### src/dppt_pkg.sv
// ----------------------------------------------------------------------------
// dppt_pkg: shared constants for the pulse-period tachometer
// Register indexes, reset values, field widths and serial step counts.
// ----------------------------------------------------------------------------
package dppt_pkg;

  // Field widths
  localparam int unsigned SCALE_W    = 16;
  localparam int unsigned LIMIT_W    = 8;
  localparam int unsigned TIMEOUT_W  = 16;
  localparam int unsigned NUM_W      = 24;
  localparam int unsigned PERIOD_W   = 16;
  localparam int unsigned RAW_W      = 24;
  localparam int unsigned SCALED_W   = 37;
  localparam int unsigned PROD_W     = SCALE_W + RAW_W;

  // Period counter width default
  localparam int unsigned DEFAULT_PERIOD_BITS = 16;

  // APB register map
  localparam int unsigned REG_IDX_W  = 2;
  localparam int unsigned PADDR_W    = REG_IDX_W + 2;
  localparam int unsigned PDATA_W    = 32;
  localparam logic [REG_IDX_W-1:0] REG_SPEED_SCALE    = 2'd0;
  localparam logic [REG_IDX_W-1:0] REG_DEBOUNCE_LIMIT = 2'd1;
  localparam logic [REG_IDX_W-1:0] REG_TIMEOUT_TICKS  = 2'd2;
  localparam logic [REG_IDX_W-1:0] REG_RATE_NUMERATOR = 2'd3;

  // Register reset values
  localparam logic [SCALE_W-1:0]   SCALE_RST     = 16'd10;
  localparam logic [LIMIT_W-1:0]   LIMIT_RST     = 8'd20;
  localparam logic [TIMEOUT_W-1:0] TIMEOUT_RST   = 16'd3000;
  localparam logic [NUM_W-1:0]     NUMERATOR_RST = 24'd120000;

  // Scaled speed is in tenths
  localparam int unsigned TENTHS_W = 4;
  localparam logic [TENTHS_W:0] TENTHS_DIV = 5'd10;

  // Serial step counts
  localparam int unsigned DIV_STEPS = RAW_W;
  localparam int unsigned MUL_STEPS = SCALE_W;
  localparam int unsigned D10_STEPS = PROD_W;
  localparam int unsigned STEP_W    = $clog2(D10_STEPS);

endpackage

### src/debounced_pulse_period_tachometer.sv
// ----------------------------------------------------------------------------
// debounced_pulse_period_tachometer: period-measuring tachometer
// Integrating debounce, tick-period counter with timeout, and bit-serial
// speed computation (divide, scale, divide by ten).
// ----------------------------------------------------------------------------
// Usage
//   Input channel (in_valid_i/in_ready_o, sensor_level_i): one transfer per
//   timer tick carrying the raw sensor pin level. Output channel
//   (out_valid_o/out_ready_i): exactly one result transfer per tick, in order.
//   APB port: speed_scale at 0x0, debounce_limit at 0x4, timeout_ticks at 0x8,
//   rate_numerator at 0xC; write only while the block is idle.
// Processing
//   A tick without a rising filtered edge passes from input transfer through
//   S_DONE to the output register. A tick with an edge and a nonzero period
//   runs the serial datapath: 24 restoring divide steps, 16 shift-add
//   multiply steps and 40 divide-by-ten steps, all in the single shared
//   40-bit shift register. One tick is in flight at a time.
// Reset
//   rst_ni clears the debounce, period and speed state and loads the register
//   reset values; no result is pending.
// Stall
//   A finished result waits in the output register; the next tick is taken
//   and processed meanwhile, then holds until the output register frees.
// ----------------------------------------------------------------------------
module debounced_pulse_period_tachometer
  import dppt_pkg::*;
#(
  parameter int unsigned PERIOD_BITS = DEFAULT_PERIOD_BITS
) (
  input  logic                 clk_i,
  input  logic                 rst_ni,
  // APB configuration
  input  logic                 psel,
  input  logic                 penable,
  input  logic                 pwrite,
  input  logic [PADDR_W-1:0]   paddr,
  input  logic [PDATA_W-1:0]   pwdata,
  output logic [PDATA_W-1:0]   prdata,
  output logic                 pready,
  // tick input
  input  logic                 in_valid_i,
  output logic                 in_ready_o,
  input  logic                 sensor_level_i,
  // result output
  output logic                 out_valid_o,
  input  logic                 out_ready_i,
  output logic                 filtered_level_o,
  output logic [PERIOD_W-1:0]  period_ticks_o,
  output logic [RAW_W-1:0]     speed_raw_o,
  output logic [SCALED_W-1:0]  speed_scaled_o,
  output logic                 new_measurement_o,
  output logic                 stopped_o
);

  localparam int unsigned CMP_W = (PERIOD_BITS > TIMEOUT_W) ? PERIOD_BITS : TIMEOUT_W;

  localparam logic [2:0] S_IDLE = 3'd0;
  localparam logic [2:0] S_DIV  = 3'd1;
  localparam logic [2:0] S_MUL  = 3'd2;
  localparam logic [2:0] S_D10  = 3'd3;
  localparam logic [2:0] S_DONE = 3'd4;

  // Configuration registers
  logic [SCALE_W-1:0]   scale_q;
  logic [LIMIT_W-1:0]   limit_q;
  logic [TIMEOUT_W-1:0] timeout_q;
  logic [NUM_W-1:0]     num_q;

  // Tick state
  logic [LIMIT_W-1:0]     dbc_q, dbc_d;
  logic                   clean_q, clean_d;
  logic                   prev_clean_q;
  logic [PERIOD_BITS-1:0] tick_q, tick_d;
  logic                   active_q, active_d;
  logic [PERIOD_W-1:0]    period_q, period_d;
  logic [RAW_W-1:0]       raw_q, raw_d;
  logic [SCALED_W-1:0]    scaled_q, scaled_d;
  logic                   fresh_q, fresh_d;

  // Serial datapath
  logic [2:0]             state_q, state_d;
  logic [STEP_W-1:0]      step_q, step_d;
  logic [PROD_W-1:0]      wk_q, wk_d;
  logic [PERIOD_BITS-1:0] rem_q, rem_d;
  logic [PERIOD_BITS-1:0] div_q, div_d;
  logic [SCALE_W-1:0]     scl_q, scl_d;
  logic [TENTHS_W-1:0]    r10_q, r10_d;

  // Output register
  logic                   out_valid_q, out_valid_d;
  logic                   out_level_q;
  logic [PERIOD_W-1:0]    out_period_q;
  logic [RAW_W-1:0]       out_raw_q;
  logic [SCALED_W-1:0]    out_scaled_q;
  logic                   out_fresh_q;
  logic                   out_stopped_q;
  logic                   out_load;

  logic                   in_xfer;
  logic                   cfg_wr;
  logic [REG_IDX_W-1:0]   cfg_idx;

  // Per-tick combinational update
  logic                   t_clean;
  logic [LIMIT_W-1:0]     t_dbc;
  logic [PERIOD_BITS-1:0] t_tick;
  logic                   t_timeout;
  logic                   t_edge;

  // Serial step terms
  logic [PERIOD_BITS:0]   div_trial;
  logic [PERIOD_BITS:0]   div_diff;
  logic                   div_ge;
  logic [TENTHS_W:0]      d10_trial;
  logic [TENTHS_W:0]      d10_diff;
  logic                   d10_ge;

  // --------------------------------------------------------------------------
  // APB register file: writes complete in the access phase, no wait states
  // --------------------------------------------------------------------------
  assign pready  = 1'b1;
  assign cfg_idx = paddr[PADDR_W-1:2];
  assign cfg_wr  = psel && penable && pwrite;

  always_ff @(posedge clk_i or negedge rst_ni) begin
    if (!rst_ni) begin
      scale_q   <= SCALE_RST;
      limit_q   <= LIMIT_RST;
      timeout_q <= TIMEOUT_RST;
      num_q     <= NUMERATOR_RST;
    end else if (cfg_wr) begin
      unique case (cfg_idx)
        REG_SPEED_SCALE:    scale_q   <= pwdata[SCALE_W-1:0];
        REG_DEBOUNCE_LIMIT: limit_q   <= pwdata[LIMIT_W-1:0];
        REG_TIMEOUT_TICKS:  timeout_q <= pwdata[TIMEOUT_W-1:0];
        REG_RATE_NUMERATOR: num_q     <= pwdata[NUM_W-1:0];
        default: ;
      endcase
    end
  end

  always_comb begin
    unique case (cfg_idx)
      REG_SPEED_SCALE:    prdata = PDATA_W'(scale_q);
      REG_DEBOUNCE_LIMIT: prdata = PDATA_W'(limit_q);
      REG_TIMEOUT_TICKS:  prdata = PDATA_W'(timeout_q);
      REG_RATE_NUMERATOR: prdata = PDATA_W'(num_q);
      default:            prdata = '0;
    endcase
  end

  // --------------------------------------------------------------------------
  // Tick update: debounce, count, timeout, then rising edge of clean level
  // --------------------------------------------------------------------------
  assign in_ready_o = (state_q == S_IDLE);
  assign in_xfer    = in_valid_i && in_ready_o;

  always_comb begin
    t_clean = clean_q;
    t_dbc   = dbc_q;
    if (!sensor_level_i) begin
      // drop the level only once the integrator has drained
      if (dbc_q == '0) t_clean = 1'b0;
      else             t_dbc   = dbc_q - 1'b1;
    end else begin
      if (dbc_q >= limit_q) t_clean = 1'b1;
      else                  t_dbc   = dbc_q + 1'b1;
    end

    // advance the period counter, saturating at full scale
    t_tick = tick_q;
    if (active_q && (tick_q != '1)) t_tick = tick_q + 1'b1;

    t_timeout = (CMP_W'(t_tick) >= CMP_W'(timeout_q));
    if (t_timeout) t_tick = '0;

    t_edge = t_clean && !prev_clean_q;
  end

  // --------------------------------------------------------------------------
  // Serial datapath steps
  // --------------------------------------------------------------------------
  // restoring divide of the numerator by the measured period, MSB first
  assign div_trial = {rem_q, wk_q[RAW_W-1]};
  assign div_ge    = (div_trial >= {1'b0, div_q});
  assign div_diff  = div_trial - {1'b0, div_q};

  // restoring divide of the product by ten, MSB first
  assign d10_trial = {r10_q, wk_q[PROD_W-1]};
  assign d10_ge    = (d10_trial >= TENTHS_DIV);
  assign d10_diff  = d10_trial - TENTHS_DIV;

  assign out_load = (state_q == S_DONE) && (!out_valid_q || out_ready_i);

  always_comb begin
    state_d  = state_q;
    step_d   = step_q;
    wk_d     = wk_q;
    rem_d    = rem_q;
    div_d    = div_q;
    scl_d    = scl_q;
    r10_d    = r10_q;
    dbc_d    = dbc_q;
    clean_d  = clean_q;
    tick_d   = tick_q;
    active_d = active_q;
    period_d = period_q;
    raw_d    = raw_q;
    scaled_d = scaled_q;
    fresh_d  = fresh_q;

    unique case (state_q)
      S_IDLE: begin
        if (in_xfer) begin
          dbc_d   = t_dbc;
          clean_d = t_clean;
          tick_d  = t_tick;
          fresh_d = t_edge;
          state_d = S_DONE;
          if (t_timeout) begin
            active_d = 1'b0;
            period_d = '0;
            raw_d    = '0;
            scaled_d = '0;
          end
          if (t_edge) begin
            active_d = 1'b1;
            period_d = PERIOD_W'(t_tick);
            tick_d   = '0;
            if (t_tick == '0) begin
              // arming edge: no period yet, report zero speed
              raw_d    = '0;
              scaled_d = '0;
            end else begin
              div_d   = t_tick;
              rem_d   = '0;
              wk_d    = PROD_W'(num_q);
              scl_d   = scale_q;
              step_d  = '0;
              state_d = S_DIV;
            end
          end
        end
      end

      S_DIV: begin
        rem_d  = div_ge ? div_diff[PERIOD_BITS-1:0] : div_trial[PERIOD_BITS-1:0];
        wk_d   = {wk_q[PROD_W-2:0], div_ge};
        step_d = step_q + 1'b1;
        if (step_q == STEP_W'(DIV_STEPS - 1)) begin
          raw_d   = {wk_q[RAW_W-2:0], div_ge};
          wk_d    = '0;
          step_d  = '0;
          state_d = S_MUL;
        end
      end

      S_MUL: begin
        // shift-add, scale MSB first
        wk_d   = {wk_q[PROD_W-2:0], 1'b0} + (scl_q[SCALE_W-1] ? PROD_W'(raw_q) : '0);
        scl_d  = {scl_q[SCALE_W-2:0], 1'b0};
        step_d = step_q + 1'b1;
        if (step_q == STEP_W'(MUL_STEPS - 1)) begin
          r10_d   = '0;
          step_d  = '0;
          state_d = S_D10;
        end
      end

      S_D10: begin
        r10_d  = d10_ge ? d10_diff[TENTHS_W-1:0] : d10_trial[TENTHS_W-1:0];
        wk_d   = {wk_q[PROD_W-2:0], d10_ge};
        step_d = step_q + 1'b1;
        if (step_q == STEP_W'(D10_STEPS - 1)) begin
          scaled_d = {wk_q[SCALED_W-2:0], d10_ge};
          step_d   = '0;
          state_d  = S_DONE;
        end
      end

      S_DONE: begin
        if (out_load) state_d = S_IDLE;
      end

      default: state_d = S_IDLE;
    endcase
  end

  always_ff @(posedge clk_i or negedge rst_ni) begin
    if (!rst_ni) begin
      state_q      <= S_IDLE;
      step_q       <= '0;
      dbc_q        <= '0;
      clean_q      <= 1'b0;
      prev_clean_q <= 1'b0;
      tick_q       <= '0;
      active_q     <= 1'b0;
      period_q     <= '0;
      raw_q        <= '0;
      scaled_q     <= '0;
      fresh_q      <= 1'b0;
      r10_q        <= '0;
    end else begin
      state_q  <= state_d;
      step_q   <= step_d;
      dbc_q    <= dbc_d;
      clean_q  <= clean_d;
      tick_q   <= tick_d;
      active_q <= active_d;
      period_q <= period_d;
      raw_q    <= raw_d;
      scaled_q <= scaled_d;
      fresh_q  <= fresh_d;
      r10_q    <= r10_d;
      if (in_xfer) prev_clean_q <= t_clean;
    end
  end

  always_ff @(posedge clk_i) begin
    wk_q  <= wk_d;
    rem_q <= rem_d;
    div_q <= div_d;
    scl_q <= scl_d;
  end

  // --------------------------------------------------------------------------
  // Output register: hold the result until the receiver takes it
  // --------------------------------------------------------------------------
  always_comb begin
    out_valid_d = out_valid_q;
    if (out_valid_q && out_ready_i) out_valid_d = 1'b0;
    if (out_load)                   out_valid_d = 1'b1;
  end

  always_ff @(posedge clk_i or negedge rst_ni) begin
    if (!rst_ni) out_valid_q <= 1'b0;
    else         out_valid_q <= out_valid_d;
  end

  always_ff @(posedge clk_i) begin
    if (out_load) begin
      out_level_q   <= clean_q;
      out_period_q  <= period_q;
      out_raw_q     <= raw_q;
      out_scaled_q  <= scaled_q;
      out_fresh_q   <= fresh_q;
      out_stopped_q <= !active_q;
    end
  end

  assign out_valid_o       = out_valid_q;
  assign filtered_level_o  = out_level_q;
  assign period_ticks_o    = out_period_q;
  assign speed_raw_o       = out_raw_q;
  assign speed_scaled_o    = out_scaled_q;
  assign new_measurement_o = out_fresh_q;
  assign stopped_o         = out_stopped_q;

`ifndef SYNTHESIS
  // stopped counting always means cleared period and speeds
  a_stopped_clear: assert property (@(posedge clk_i) disable iff (!rst_ni)
    !active_q |-> (period_q == '0 && raw_q == '0 && scaled_q == '0))
    else $error("speed state not cleared while stopped");

  // divide never runs with a zero period
  a_div_nonzero: assert property (@(posedge clk_i) disable iff (!rst_ni)
    state_q == S_DIV |-> div_q != '0)
    else $error("period divide with zero divisor");

  // divide-by-ten remainder stays below ten
  a_r10_range: assert property (@(posedge clk_i) disable iff (!rst_ni)
    r10_q < TENTHS_W'(TENTHS_DIV))
    else $error("divide-by-ten remainder out of range");

  // an accepted tick always leaves idle
  a_accept_busy: assert property (@(posedge clk_i) disable iff (!rst_ni)
    in_xfer |=> state_q != S_IDLE)
    else $error("tick accepted without processing");

  // serial step count stays inside the divide and multiply phases
  a_step_range: assert property (@(posedge clk_i) disable iff (!rst_ni)
    (state_q == S_DIV |-> step_q < STEP_W'(DIV_STEPS)) and
    (state_q == S_MUL |-> step_q < STEP_W'(MUL_STEPS)))
    else $error("serial step count out of range");
`endif

endmodule

### config.mk
export PLATFORM = sky130hd
export DESIGN_NAME = debounced_pulse_period_tachometer
export DESIGN_NICKNAME = d
export VERILOG_FILES = /design/src/dppt_pkg.sv /design/src/debounced_pulse_period_tachometer.sv
export SDC_FILE = /design/constraint.sdc
export NUM_CORES = 1
export LEC_CHECK = 0
export ABC_AREA = 0
export ABC_CLOCK_PERIOD_IN_PS = 6800
export BUFFER_PORTS_ARGS = -buffer_cell sky130_fd_sc_hd__buf_2
export CAP_MARGIN = 20
export CORE_MARGIN = 1
export CORE_UTILIZATION = 50
export CTS_BUF_LIST = sky130_fd_sc_hd__clkbuf_8
export CTS_CLUSTER_SIZE = 16
export DETAILED_ROUTE_END_ITERATION = 8
export PLACE_DENSITY = 0.69
export SETUP_SLACK_MARGIN = 0.02
export SLEW_MARGIN = 20
export SYNTH_ARGS = -nofsm -noshare
export SYNTH_HDL_FRONTEND = slang
export SYNTH_SLANG_ARGS = --single-unit
### constraint.sdc
create_clock -name clk_i -period 6.8 [get_ports clk_i]
set_input_delay 1.36 -clock clk_i [delete_from_list [all_inputs] [get_ports clk_i]]
set_output_delay 1.36 -clock clk_i [all_outputs]
set_load 0.03 [all_outputs]
Word level (Yosys, flattened, before mapping) --
Cells that the tools add are included.
Storage, ports and cells: bits in registers 351, logic and storage cells 157
Operators by class: $lt $le $gt $ge 4, equality and inequality tests 20, muxes and demuxes 61, add/sub/neg operators 7, bitwise operators 1, reduce and logical (&&, ||, !) cells 37
Operators with widths (number):
- $mux W16 | 12
- $mux W37 | 5
- $mux W40 | 4
- $pmux W40 S4 | 1
- $mux W24 | 6
- $pmux W32 S4 | 1
- $pmux W37 S2 | 1
- $pmux W16 S2 | 2
- $pmux W24 S2 | 1
- $add A40 B24 Y40 | 1
- $mux W6 | 6
- $mux W8 | 3
- $pmux W6 S4 | 1
- $mux W3 | 7
- $reduce_and A4 Y1 | 5
- $ge A17 B16 Y1 | 1
- $add A16 B1 Y16 const B | 1
- $ge A16 B16 Y1 | 1
- $logic_not A16 Y1 | 1
- $ne A16 B16 Y1 const B | 1
- $sub A16 B16 Y16 | 1
- $pmux W3 S5 | 1
- $ne A2 B2 Y1 const B | 7
- $reduce_and A2 Y1 | 6
- other kinds (29) | 54

Logic depth before layout (Yosys ltp) --
depth in word-level cells 10, mapped depth 16, mapped depth without buffers 15

Least setup slack after synthesis --
OpenSTA, ideal clock, no wires.
kind reg-to-reg, start register tick_q[0], end register wk_q[0], enable pin, path slack 1.966 ns, arrival 4.430 ns, period minus slack after synthesis 4.834 ns, data required time 6.396 ns, stages on the path, launching flop included 16, path buffers 0, path through dfrtp_1 ha_1 nand4_1 or3_1 and2_1 and4_1 xnor2_1 inv_1 ha_1 a21o_1 a21o_1 a21oi_1 nand2_1 a31o_2 nor3_1 o31a_1
Between the ends: cells in the longest elaborated chain, start to end 8, elaborated cells on any way between the ends 9, those cells by class 1 x add/sub; 1 x order compare; 2 x eq/ne; 2 x mux; 3 x reduce/logical
Ends and longest elaborated chain:
- from (decl) | RTL line debounced_pulse_period_tachometer.sv:73 | logic [PERIOD_BITS-1:0] tick_q, tick_d;
- from (signal assigned) | RTL line debounced_pulse_period_tachometer.sv:308 | tick_q <= tick_d;
- branches (longest 2 deep; another with $add A16 B1 Y16)
- $mux W16 (*) | RTL line debounced_pulse_period_tachometer.sv:172 | if (active_q && (tick_q != '1)) t_tick = tick_q + 1'b1;
- $ge A16 B16 Y1 | RTL line debounced_pulse_period_tachometer.sv:174 | t_timeout = (CMP_W'(t_tick) >= CMP_W'(timeout_q));
- $mux W16 (*) | RTL line debounced_pulse_period_tachometer.sv:175 | if (t_timeout) t_tick = '0;
- $logic_not A16 Y1 (*) | RTL line debounced_pulse_period_tachometer.sv:230 | if (t_tick == '0) begin
- $ne A2 B2 Y1 (no source line) (*)
- $reduce_and A4 Y1 (no source line) (*)
- to (signal assigned) | RTL line debounced_pulse_period_tachometer.sv:320 | wk_q <= wk_d;
- to (decl) | RTL line debounced_pulse_period_tachometer.sv:83 | logic [PROD_W-1:0] wk_q, wk_d;
Mark *: on every way between the ends. A chain may end at the register's enable or synchronous reset.

Worst setup path in the final report --
start register tick_q[0], end register rem_q[10], enable pin
Between the ends: cells in the longest elaborated chain, start to end 8, elaborated cells on any way between the ends 9, those cells by class 1 x add/sub; 1 x order compare; 2 x eq/ne; 2 x mux; 3 x reduce/logical
Ends and longest elaborated chain:
- branches (longest 2 deep; another with $add A16 B1 Y16)
- $mux W16 (*) | RTL line debounced_pulse_period_tachometer.sv:172
- $ge A16 B16 Y1 | RTL line debounced_pulse_period_tachometer.sv:174
- $mux W16 (*) | RTL line debounced_pulse_period_tachometer.sv:175
- $logic_not A16 Y1 (*) | RTL line debounced_pulse_period_tachometer.sv:230
- $ne A2 B2 Y1 (no source line) (*)
- $reduce_and A4 Y1 (no source line) (*)
- to (signal assigned) | RTL line debounced_pulse_period_tachometer.sv:321 | rem_q <= rem_d;
- to (decl) | RTL line debounced_pulse_period_tachometer.sv:84 | logic [PERIOD_BITS-1:0] rem_q, rem_d;
Marks and branches as above.

==> flow_summary.ini <==
[outcome]
outcome = finished, final reports clean

[sta]
max-slew-margin-rel_pct = 26.5
fin_skew_ns = 0.0263
grt_setup_unrepaired = no
drv_slew = 0
period_share_pct = 71.0
fmax_mhz = 207
hold_viol_final = 0
setup_viol = 0
worst_pin_slew_ns = 1.10
final.setup.tns_ns = 0
fin_crit_ns = 4.83

[critical_path]
start_kind = flop
cp.required_ns = 7.06
worstPathMaxFanout = 16
endpoint_kind = flop
worstReg2RegEnd = rem_q[10]
reg2reg_from = tick_q[0]
critPathLaunch = tick_q[0]
cpMaxStageDelayCell = o21a_1
critPathKind = flop to flop
rr_worst_depth = 15
cp_cell_sequence = ha_1, nand4_1, or3_1, o21ai_2, xor2_1, ha_1, nand2b_1, a21o_1, a21o_1, a21oi_1, o21ai_0, a31o_2, nor3_1, buf_4, o21a_1
critPathArrivalTime_ns = 5.09
critical_path.endpoint = rem_q[10]
r2r_setup_slack_ns = 1.97
max_stage_delay_ns = 0.65

[synthesis]
synthesis.area_sq_um = 17900
synth_edf_count = 168
ys_seq_area_share_pct = 53.8
async_flop_share_pct = 52.0
syn_avg_cell_area_sq_um = 10.7
synthFlopType = edfxtp_1
ys.warnings.count = 0
synth_cell_type_count = 76
synth_cells = 1666
ys_ff_latch = 350

[floorplan]
io_pins = 159
start_util_pct = 51.3
die_area_sq_um = 36500
chipWidth_um = 191
rows = 68
fp.dieH_um = 191
core-area_sq_um = 34900

[power]
pwr-share-seq_pct = 41.3
p_sw_share_pct = 38.8
combinationalPowerShare_pct = 37.1
powerDensity_nw_per_um2 = 437
p_clk_share_pct = 21.6
p_sw_uw = 3430
leakage_uw = 0.00884
p_int_uw = 5410
finalPower_uw = 8840
irDropWorstVdd_uv = 280

[cts]
root_buffer = clkbuf_8
cts_setup_buffers = 0
ctsHoldBuffers = 0
clock_latency_ns = 0.65
cts_buffers = 58
cts.htree.levels = 2
clkSinkCount = 350
clkTransAtPathRegs_ns = 0.06
ctsResizeCount = 0
cts_tree = built
clockBufferDepth = 3

[placed_design]
place_congestion = 0.906
hpwl_mm = 29.8
dp_cells = 2195
io_buffer_count = 139
postPlaceCellArea_sq_um = 18900

[routing]
viasPerCell = 5.79
antenna_left = 0
first_iter_violations = 1074
wl_met1_mm = 20.1
wl_per_cell_um = 19.0
wl_mm = 43.9
drt_first_pass_iters = 6
wl_met3_mm = 2.58
wl_met2_mm = 20.3
num_vias = 13300
top_layer = met4
drc = 0

[grt]
grt_pass1_vias = 12900
grt_start_max_net_pins = 81
grt-ovfl-total = 0
antenna_found_initial = 0
grt_pass1_wl_mm = 69.6
grt_use_total_pct = 24.4

[layout]
fillers = 3016
syn2layout_area_growth_pct = 13.1
drive_gt1_share_pct = 19.3
diodes = 0
fin_cells = 2306
final_area_sq_um = 20200
layout.nets = 1921

[run]
cap_violations = 0

[hold_path]
hp-start = period_q[1]
hold_path.class = flop to flop
[stage by stage]
stage / setup WS (ns) / util (%) / hold slack (ns)
after floorplan: 1.97 / - / 0.425
after global placement: 1.81 / 54.3 / 0.435
after detailed placement: 1.75 / 54.3 / 0.434
after CTS: 1.70 / 57.8 / 0.447
after global routing: 1.65 / 58.0 / 0.455
final: 1.97 / 58.0 / 0.446
[synthesized netlist by cell type, types with 8 or more instances]
library cell | count | area share [%]
ha_1 | 72 | 5.0
and3_1 | 25 | 0.87
a31oi_1 | 38 | 1.3
edfxtp_1 | 168 | 28
mux4_2 | 8 | 1.0
a21o_1 | 25 | 1.0
nand4_1 | 18 | 0.63
nand2_1 | 245 | 5.1
xor2_1 | 23 | 1.1
a22oi_1 | 17 | 0.71
o21ai_0 | 85 | 2.4
xnor2_1 | 21 | 1.0
a211oi_1 | 12 | 0.50
a21boi_0 | 26 | 1.1
nand3_1 | 27 | 0.76
clkbuf_1 | 66 | 1.4
dfrtp_1 | 164 | 23
o21a_1 | 9 | 0.38
a21oi_1 | 88 | 2.5
nor2_1 | 105 | 2.2
dfstp_2 | 18 | 2.6
a22o_1 | 26 | 1.3
mux2i_1 | 16 | 0.90
a21oi_2 | 10 | 0.49
nand2b_1 | 13 | 0.45
mux2_2 | 60 | 3.8
buf_4 | 9 | 0.38
inv_1 | 72 | 1.5
and2_1 | 32 | 1.1
nor4_1 | 9 | 0.31
nor3_1 | 28 | 0.78
[layout make-up]
class                      instances  area, sq um  share of cell area (%)
clock inverter                    42          285                    1.41
sequential                       350         9620                    47.6
tap                              455          569                    2.82
clock buffer                      67          922                    4.56
multi-input combinational       1163         7670                    38.0
timing repair buffer             157          877                    4.34
inverter                          72          270                    1.34
[flip-flops by register name (all words and copies together) (netlist names), 24 cells and up]
signal          flops
wk_q               40
scaled_q           37
speed_scaled_o     37
num_q              24
raw_q              24
speed_raw_o        24
[layout by cell type (no fill, tap or decap), types with 7 or more instances in the layout]
| cell | count |
|---|---|
| a211o_1 | 7 |
| a211oi_1 | 12 |
| a21boi_0 | 26 |
| a21o_1 | 25 |
| a21oi_1 | 88 |
| a21oi_2 | 10 |
| a22o_1 | 26 |
| a22oi_1 | 17 |
| a31oi_1 | 37 |
| and2_1 | 32 |
| and3_1 | 23 |
| buf_2 | 138 |
| buf_4 | 16 |
| clkbuf_8 | 67 |
| conb_1 | 9 |
| dfrtp_1 | 164 |
| dfstp_2 | 18 |
| edfxtp_1 | 168 |
| ha_1 | 72 |
| inv_1 | 96 |
| mux2_2 | 60 |
| mux2i_1 | 16 |
| mux4_2 | 8 |
| nand2_1 | 245 |
| nand2b_1 | 13 |
| nand3_1 | 27 |
| nand4_1 | 18 |
| nor2_1 | 104 |
| nor3_1 | 25 |
| nor4_1 | 9 |
| o21a_1 | 9 |
| o21ai_0 | 85 |
| o41ai_1 | 7 |
| xnor2_1 | 21 |
| xor2_1 | 23 |
[worst min path at each step]
stage                     cells past startpoint  slack (ns)                  to
final                                         0        0.45   period_ticks_o[1]
after global routing                          0        0.45   period_ticks_o[1]
after CTS                                     0        0.45  speed_scaled_o[19]
after detailed placement                      0        0.43  speed_scaled_o[19]
after global placement                        0        0.43  speed_scaled_o[27]
after floorplan                               0        0.42   new_measurement_o
[power by group through the flow]
stage | sequential [uW] | clock, uW | combinational (uW)
6_report | 3650 | 1910 | 3280
5_1_grt | 3740 | 2040 | 3660
4_1_cts | 3640 | 1960 | 3260
3_5_place_dp | 3670 | 0 | 3240
3_3_place_gp | 3650 | 0 | 3140
2_1_floorplan | 3480 | 0 | 2500
[critical path, delay by kind of cell, from the launching register on]
family	cells	cell delay [ns]
adders and majority gates	2	0.54
xor gates and xnor gates	1	0.24
AOI/OAI and AO/OA	7	1.93
buffers and inverters	1	0.20
DFF	1	0.46
and+or+nand+nor	4	1.07
[cells by family (layout without fill, tap and decap cells)]
group,count (synthesis),in the layout,share of synthesized area (%)
flip-flops,350,350,53.8
other,2,9,0.0420
adder cells (fa/ha/maj),75,75,5.37
buffers and inverters,160,338,3.72
AO/OA/AOI/OAI,410,410,15.2
AND/OR/NAND/NOR,541,541,14.0
XOR/XNOR,44,44,2.15
multiplexers,84,84,5.68
[layer usage]
metal / vias to the layer above / GRT usage, %
li1: 6331 / -
met1: 6518 / 34.2
met2: 428 / 38.8
met3: 70 / 3.89
met4: 0 / 8.15
met5: - / 0
No activity file was read; power rests on OpenSTA's default activity.
